==> src/design/sfa_pkg.sv <==
`timescale 1ns / 1ps

package sfa_pkg;

    // Default fixed-point layout.
    localparam int FRAC_BITS_DEF = 16;
    localparam int ACC_WIDTH_DEF = 48;

    // Configuration register indexes.
    localparam int CFG_IDX_W = 8;
    localparam logic [CFG_IDX_W-1:0] REG_RADIUS   = 8'd0;
    localparam logic [CFG_IDX_W-1:0] REG_STRENGTH = 8'd1;

    // Iteration counter: the square root takes the most passes.
    localparam int SQRT_STEPS = 32;
    localparam int CNT_W      = $clog2(SQRT_STEPS + 1);

    // Datapath micro-operations.
    typedef enum logic [4:0] {
        U_NOP,
        U_LOAD,
        U_MUL_AX,
        U_MUL_AZ,
        U_MUL_RR,
        U_SQ_INIT,
        U_SQ_STEP,
        U_DQ_INIT,
        U_DIV_STEP,
        U_MUL_XQ,
        U_DT_INIT,
        U_ACC_X,
        U_ACC_Z,
        U_SCL_HI_X,
        U_SCL_LO_X,
        U_SCL_FIN_X,
        U_SCL_HI_Z,
        U_SCL_LO_Z,
        U_SCL_FIN_Z,
        U_EMIT
    } uop_t;

    // Jump conditions of the sequencer.
    typedef enum logic [3:0] {
        C_NEXT,
        C_ALWAYS,
        C_WAIT,
        C_SKIP,
        C_RANGE,
        C_DBAD,
        C_LOOP,
        C_NOTLAST,
        C_OUTBUSY
    } cond_t;

    localparam int UPC_W      = 5;
    localparam int UCODE_LEN  = 24;
    typedef logic [UPC_W-1:0] upc_t;

    // Named addresses of the program.
    localparam upc_t A_LOAD    = 5'd0;
    localparam upc_t A_SQ_LOOP = 5'd5;
    localparam upc_t A_DQ_LOOP = 5'd7;
    localparam upc_t A_DX_LOOP = 5'd10;
    localparam upc_t A_DZ_LOOP = 5'd13;
    localparam upc_t A_FIN     = 5'd15;
    localparam upc_t A_EMIT    = 5'd22;

    typedef struct packed {
        uop_t  op;
        cond_t cond;
        upc_t  target;
    } ctl_t;

    // Status flags from the datapath that the sequencer branches on.
    typedef struct packed {
        logic skip_item;
        logic range_fail;
        logic d_bad;
        logic loop_more;
        logic last;
    } dp_stat_t;

    // The program. A step jumps to its target when its condition holds,
    // otherwise it falls through to the next address.
    localparam ctl_t UCODE [UCODE_LEN] = '{
        '{U_LOAD,      C_WAIT,    A_LOAD},
        '{U_MUL_AX,    C_SKIP,    A_FIN},
        '{U_MUL_AZ,    C_NEXT,    A_LOAD},
        '{U_MUL_RR,    C_NEXT,    A_LOAD},
        '{U_SQ_INIT,   C_RANGE,   A_FIN},
        '{U_SQ_STEP,   C_LOOP,    A_SQ_LOOP},
        '{U_DQ_INIT,   C_DBAD,    A_FIN},
        '{U_DIV_STEP,  C_LOOP,    A_DQ_LOOP},
        '{U_MUL_XQ,    C_NEXT,    A_LOAD},
        '{U_DT_INIT,   C_NEXT,    A_LOAD},
        '{U_DIV_STEP,  C_LOOP,    A_DX_LOOP},
        '{U_ACC_X,     C_NEXT,    A_LOAD},
        '{U_DT_INIT,   C_NEXT,    A_LOAD},
        '{U_DIV_STEP,  C_LOOP,    A_DZ_LOOP},
        '{U_ACC_Z,     C_NEXT,    A_LOAD},
        '{U_NOP,       C_NOTLAST, A_LOAD},
        '{U_SCL_HI_X,  C_NEXT,    A_LOAD},
        '{U_SCL_LO_X,  C_NEXT,    A_LOAD},
        '{U_SCL_FIN_X, C_NEXT,    A_LOAD},
        '{U_SCL_HI_Z,  C_NEXT,    A_LOAD},
        '{U_SCL_LO_Z,  C_NEXT,    A_LOAD},
        '{U_SCL_FIN_Z, C_NEXT,    A_LOAD},
        '{U_EMIT,      C_OUTBUSY, A_EMIT},
        '{U_NOP,       C_ALWAYS,  A_LOAD}
    };

endpackage

==> src/design/sfa_seq.sv <==
`timescale 1ns / 1ps

module sfa_seq import sfa_pkg::*; (
    input  logic     aclk,
    input  logic     aresetn,
    input  dp_stat_t dp_stat,
    input  logic     in_valid,
    input  logic     out_busy,
    output uop_t     op
);

    upc_t pc_reg;
    upc_t pc_next;
    ctl_t ctl;
    logic take;

    assign ctl = UCODE[pc_reg];
    assign op  = ctl.op;

    always_comb begin
        unique case (ctl.cond)
            C_NEXT:    take = 1'b0;
            C_ALWAYS:  take = 1'b1;
            C_WAIT:    take = !in_valid;
            C_SKIP:    take = dp_stat.skip_item;
            C_RANGE:   take = dp_stat.range_fail;
            C_DBAD:    take = dp_stat.d_bad;
            C_LOOP:    take = dp_stat.loop_more;
            C_NOTLAST: take = !dp_stat.last;
            C_OUTBUSY: take = out_busy;
            default:   take = 1'b0;
        endcase
        pc_next = take ? ctl.target : pc_reg + UPC_W'(1);
    end

    always_ff @(posedge aclk) begin
        if (!aresetn) begin
            pc_reg <= A_LOAD;
        end else begin
            pc_reg <= pc_next;
        end
    end

endmodule

==> config.mk <==
export PLATFORM = sky130hd
export DESIGN_NAME = sfa_seq
export DESIGN_NICKNAME = d
export VERILOG_FILES = /design/src/design/sfa_pkg.sv /design/src/design/sfa_seq.sv
export SDC_FILE = /design/constraint.sdc
export NUM_CORES = 1
export LEC_CHECK = 0
export ABC_CLOCK_PERIOD_IN_PS = 3000
export BUFFER_PORTS_ARGS = -buffer_cell sky130_fd_sc_hd__clkbuf_2
export CORE_UTILIZATION = 50
export DETAILED_ROUTE_END_ITERATION = 7
export PLACE_DENSITY = 0.74
export SYNTH_ARGS = -nofsm -noshare
export SYNTH_HDL_FRONTEND = slang
export SYNTH_SLANG_ARGS = --single-unit
export TNS_END_PERCENT = 30
==> constraint.sdc <==
create_clock -name aclk -period 3 [get_ports aclk]
set_clock_uncertainty 0.05 [all_clocks]
set_input_delay 0.45 -clock aclk [delete_from_list [all_inputs] [get_ports aclk]]
set_output_delay 0.45 -clock aclk [all_outputs]
set_load 0.03 [all_outputs]
==> metrics.md, run 1 <==
| Metric | Value |
|---|---|
| RSZ-0062 raised after global routing | false |
| Post-Syn Nets | 119 |
| Final ANT Viol Nets | 0 |
| # hold bufs at CTS | 0 |
| Sink Count | 5 |
| Top cell type's share of synthesized area | 12.8% |
| Period minus WS final | 2.63 ns |
| Slew headroom | 48.4% |
| Power density over the cells | 897 nW/um2 |
| Synth warnings | 0 |
| Worst slew pin tran | 0.773 ns |
| Row count | 13 |
| Clock latency on the worst-skew pair | 0.23 ns |
| Drt first pass iters | 4 |
| Largest register FFs | 5 |
| Tot GR Track Use | 22.6% |
| Setup WS post-layout | 0.368 ns |
| DRC violation count after routing | 0 |
| Final core occ | 62.8% |
| Cell Area, Synth | 785 um2 |
| CTS root buffer | clkbuf_4 |
| FMAX | 0.380 GHz |
| Total setup buffers inserted after CTS | 0 |
| Core area | 1380 um2 |
| Largest fanout on the critical path | 12 |
| Leakage power | 0.362 nW |
| Layout fillers | 137 |
| Critical Path AT | 2.13 ns |
| Synthesis-to-layout area growth | 10.7% |
| Peak VDD IR | 672 uV |
| Max clock buf depth | 2 |
| CTS tree | yes |
| Vias after detailed routing | 781 |
| Largest net degree at the start of global routing | 24 |
| CP Launch Type | flip-flop |
| Nets | 132 |
| CTS resizes | 0 |
| Max_cap viols | 0 |
| Status | finished, final reports clean |
| Seq cells post-synth | 5 |
| TNS Setup | 0 ns |
| FF+latch area | 100 um2 |
| Vias in the first global route | 732 |
| Seq/Total Area, Yosys | 12.8% |
| Antenna violations before repair | 0 |
| Number of port buffers | 13 |
| Yosys top cell by area | dfxtp_1 |
| GP Congestion | 0.789 |
| Chip width | 41.6 um |
| Min-Delay Path Class | input port to flip-flop |
| Post-synthesis cell count | 102 |
| WL/cell | 13.6 um |
| Footprint of the multi-input gates | 621 um2 |
| Initial DRC count | 17 |
| Grt total ovfl | 0 |
| Initial core utilization | 56.7% |
| Via density per instance | 6.05 |
| Leading post-synthesis cells by cell area | dfxtp_1, ha_1, nand2_1 |
| Fin. Hold Viols | 0 |
| Syn_area_per_cell | 7.69 um2 |
| Pre-CTS WS | 0.608 ns |
| I/O pin count | 14 |
| Setup CP Type | flip-flop to output pin |
| CP Capture Type | output pin |
| Die ar. | 1730 um2 |
| H-tree depth | 1 |
| Final setup viols | 0 |
| Die height | 41.6 um |
| Final worst-path cycle share | 87.7% |
| Clock transition at path regs | 0.04 ns |
| Critical Path RT | 2.50 ns |
| First-pass GRT wire length | 3.13 mm |
| Post-DP HPWL | 1.33 mm |
| CTS buffer count | 3 |
| Netlist cell types | 41 |
| Antenna cells | 0 |
| Ratio of cells with drive above 1 in the final layout | 22.8% |
| Final wirelength | 1.75 mm |
| Max Transition Viols Final | 0 |
==> power breakdown <==
| part | internal (W) | total (W) | switching, W | leakage (nW) |
|---|---|---|---|---|
| Sequential | 0.0000862 | 0.000156 | 0.0000693 | 0.0410 |
| Combinational | 0.000243 | 0.000550 | 0.000307 | 0.306 |
| Clock | 0.0000500 | 0.0000731 | 0.0000231 | 0.0150 |
==> final timing paths <==
check | slack (ns) | from | cells after the start | end
setup / recovery | 0.37 | pc_reg[0] | 7 | op[2]
hold / removal | 0.50 | aresetn | 3 | pc_reg[3]
setup reg to reg | 0.68 | pc_reg[0] | 8 | pc_reg[3]
hold reg to reg | 0.68 | pc_reg[2] | 3 | pc_reg[4]
==> worst max-delay path: stages (launching register included) <==
cell and delay (ns):
dfxtp_1 0.55, inv_1 0.17, ha_1 0.28, nand2_1 0.11, o21ai_0 0.13, a221oi_1 0.38, nor2_1 0.09, clkbuf_2 0.19
==> logic make-up after synthesis <==
group,Yosys count,synth area share (%)
muxes,6,9.25
adders and majority gates,8,12.8
DFF,5,12.8
buffers and inverters,13,8.13
AOI/OAI and AO/OA,36,35.4
xor gates and xnor gates,2,2.23
and+or+nand+nor,32,19.5
==> layout make-up <==
class | count | area share, %
multi-input combinational | 84 | 71.5
tap | 15 | 2.16
sequential | 5 | 11.5
inverter | 6 | 2.59
timing repair buffer | 15 | 9.22
clock buffer | 4 | 3.03
==> synth_stat cells (all sizes together) <==
master / number
o21bai: 1
inv: 6
a32o: 1
dfxtp: 5
clkbuf: 2
or3: 1
o211a: 1
o211ai: 5
or4: 1
o311ai: 1
mux2i: 6
a2bb2oi: 1
o2111ai: 1
o21ai: 10
o311a: 1
ha: 8
o21ba: 1
nor3: 2
a221oi: 2
a21oi: 2
a21boi: 1
dlygate4sd1: 1
nand2: 16
a31oi: 1
nand3: 2
and2: 1
o31ai: 2
a211oi: 3
nand2b: 3
xnor2: 2
a311oi: 1
o32ai: 1
buf: 4
nor2: 6
==> per-stage QoR <==
step / instances / total power (W) / hold WS, ns / cell area (um2)
finish: 129 / 0.000779 / 0.497 / 868
global route: 129 / 0.000846 / 0.543 / 868
CTS: 129 / 0.000783 / 0.493 / 868
detailed placement: 125 / 0.000706 / 0.682 / 842
global placement: 125 / 0.000698 / 0.687 / 842
floorplan: 102 / 0.000603 / 0.508 / 785
==> layout by cell type, fill, tap and decap left out, types with 2 or more instances in the layout <==
cell type	Yosys	final
inv_1	5	5
mux2i_1	5	5
o31ai_1	2	2
nor2_1	6	6
a221oi_1	2	2
o211ai_1	4	4
a21oi_1	2	2
o21ai_0	7	7
nand2_1	16	16
dfxtp_1	5	5
buf_4	0	2
a211oi_1	3	3
nand3_1	2	2
clkbuf_2	0	13
o21ai_1	3	3
xnor2_1	2	2
clkbuf_4	0	3
ha_1	8	8
nand2b_1	2	2
nor3_1	2	2
==> metal layers <==
metal	wire, um	GRT usage [%]	vias up
li1	-	-	399
met1	830	29.6	359
met2	862	36.9	21
met3	46	2.61	2
met4	14	10.3	0
met5	0	0	-
No activity file was read; power rests on OpenSTA's default activity.
==> inputs of run 2 (changes only) <==
- BUFFER_PORTS_ARGS: -buffer_cell sky130_fd_sc_hd__clkbuf_2 -> -buffer_cell sky130_fd_sc_hd__buf_4
- PLACE_DENSITY: 0.74 -> 0.78
==> metrics.md, run 2 (same netlist as run 1, synthesis figures left out) <==
| Metric | Value |
|---|---|
| Status | finished, final reports clean |
| Min-Delay Path Class | input port to flip-flop |
| Vias after detailed routing | 822 |
| Layout fillers | 131 |
| CTS tree | yes |
| Post-DP HPWL | 1.37 mm |
| Setup slack, reg-to-reg | 0.66 ns |
| Die ar. | 1730 um2 |
| Largest register FFs | 5 |
| Nets | 132 |
| Power density over the cells | 904 nW/um2 |
| DRC violation count after routing | 0 |
| Max clock buf depth | 2 |
| RSZ-0062 raised after global routing | false |
| Largest fanout on the critical path | 12 |
| I/O pin count | 14 |
| Grt total ovfl | 0 |
| Chip width | 41.6 um |
| Largest net degree at the start of global routing | 24 |
| Die height | 41.6 um |
| H-tree depth | 1 |
| Most common cell after layout, fill and taps aside | nand2_1 |
| Synthesis-to-layout area growth | 14.8% |
| GP Congestion | 0.864 |
| Worst slew pin tran | 0.753 ns |
| # hold bufs at CTS | 0 |
| Final cell count without fillers | 129 |
| Fin. Hold Viols | 0 |
| Max_cap viols | 0 |
| Via density per instance | 6.37 |
| Commonest cells after routing, fill and taps aside | nand2_1, buf_4, ha_1 |
| Setup CP Type | flip-flop to output pin |
| Slew headroom | 49.7% |
| Drt first pass iters | 4 |
| Clock latency on the worst-skew pair | 0.25 ns |
| Leakage power | 0.371 nW |
| CTS buffer count | 3 |
| Final setup viols | 0 |
| Final wirelength | 1.85 mm |
| CTS root buffer | clkbuf_4 |
| Critical path's largest stage delay | 0.55 ns |
| FMAX | 0.390 GHz |
| Clock transition at path regs | 0.05 ns |
| CP delay by family, top | flip-flops |
| TNS Setup | 0 ns |
| Number of port buffers | 13 |
| Total setup buffers inserted after CTS | 0 |
| Placed Cells | 125 |
| CP Launch Type | flip-flop |
| Core area | 1380 um2 |
| Reg2Reg Capture Point | pc_reg[3] |
| Antenna violations before repair | 0 |
| Max Transition Viols Final | 0 |
| Period minus WS final | 2.56 ns |
| Crit-path cells | inv_1, ha_1, nand2_1, o21ai_0, a221oi_1, nor2_1, buf_4 |
| Min-delay src | aresetn |
| Hold Path Depth | 3 |
| Final ANT Viol Nets | 0 |
| CTS resizes | 0 |
| Ratio of cells with drive above 1 in the final layout | 22.8% |
| Reg-to-reg startpoint | pc_reg[0] |
| Row count | 13 |
| Critical Path RT | 2.50 ns |
| Path depth of the worst reg2reg path | 8 |
| Initial core utilization | 56.7% |
| Critical Path AT | 2.06 ns |
| WP buf/inv | 2 |
| Peak VDD IR | 552 uV |
| Tot GR Track Use | 22.1% |
| Final worst-path cycle share | 85.5% |
| WL/cell | 14.3 um |
| First-pass GRT wire length | 2.97 mm |
| Worst Hold Path EP | pc_reg[4] |
| CP Capture Type | output pin |
| Initial DRC count | 32 |
| Vias in the first global route | 688 |
| Antenna cells | 0 |
| Sink Count | 5 |
| Max stage delay cell, worst path | dfxtp_1 |
run 2: worst reg2reg max path, delay by kind of cell, from the launching register on:
family / cells / cell delay, ns
adders and majority gates: 1 / 0.30
and+or+nand+nor: 2 / 0.51
DFF: 1 / 0.55
AOI/OAI and AO/OA: 1 / 0.17
buffers and inverters: 1 / 0.17
muxes: 3 / 0.50
run 2: power by group:
part,switching (W),total (W),leakage (nW),internal [W]
Clock,0.0000290,0.0000794,0.0150,0.0000504
Sequential,0.0000723,0.000158,0.0410,0.0000862
Combinational,0.000309,0.000576,0.315,0.000267
run 2: per-stage QoR:
step	hold WS, ns	total power [W]	util, %	setup WS, ns	area (um2)
finish	0.444	0.000814	65.2	0.435	901
global route	0.431	0.000874	65.2	0.246	901
CTS	0.429	0.000816	65.2	0.447	901
detailed placement	0.684	0.000730	63.3	0.705	875
global placement	0.679	0.000721	63.3	0.723	875
floorplan	0.508	0.000603	-	0.567	785
run 2: cell type report:
class / instances / area (um2) / share of cell area (%)
multi-input combinational: 84 / 621 / 68.9
timing repair buffer: 15 / 113 / 12.5
sequential: 5 / 100 / 11.1
clock buffer: 4 / 26.3 / 2.92
inverter: 6 / 22.5 / 2.50
tap: 15 / 18.8 / 2.08
run 2: routing by layer:
layer / GRT usage (%) / vias to the layer above / wire, um
li1: - / 402 / -
met1: 29.0 / 370 / 751
met2: 35.3 / 46 / 914
met3: 1.74 / 4 / 145
met4: 12.3 / 0 / 34
met5: 0 / - / 0
run 2: worst max-delay path by stage:
| stage | from | to | slack, ns | depth (start not counted) |
|---|---|---|---|---|
| final | pc_reg[0] | op[2] | 0.44 | 7 |
| after global routing | pc_reg[0] | op[2] | 0.25 | 7 |
| after CTS | pc_reg[0] | op[2] | 0.45 | 7 |
| after detailed placement | pc_reg[0] | pc_reg[3] | 0.70 | 8 |
| after global placement | pc_reg[0] | pc_reg[3] | 0.72 | 8 |
| after floorplan | pc_reg[2] | op[4] | 0.57 | 5 |
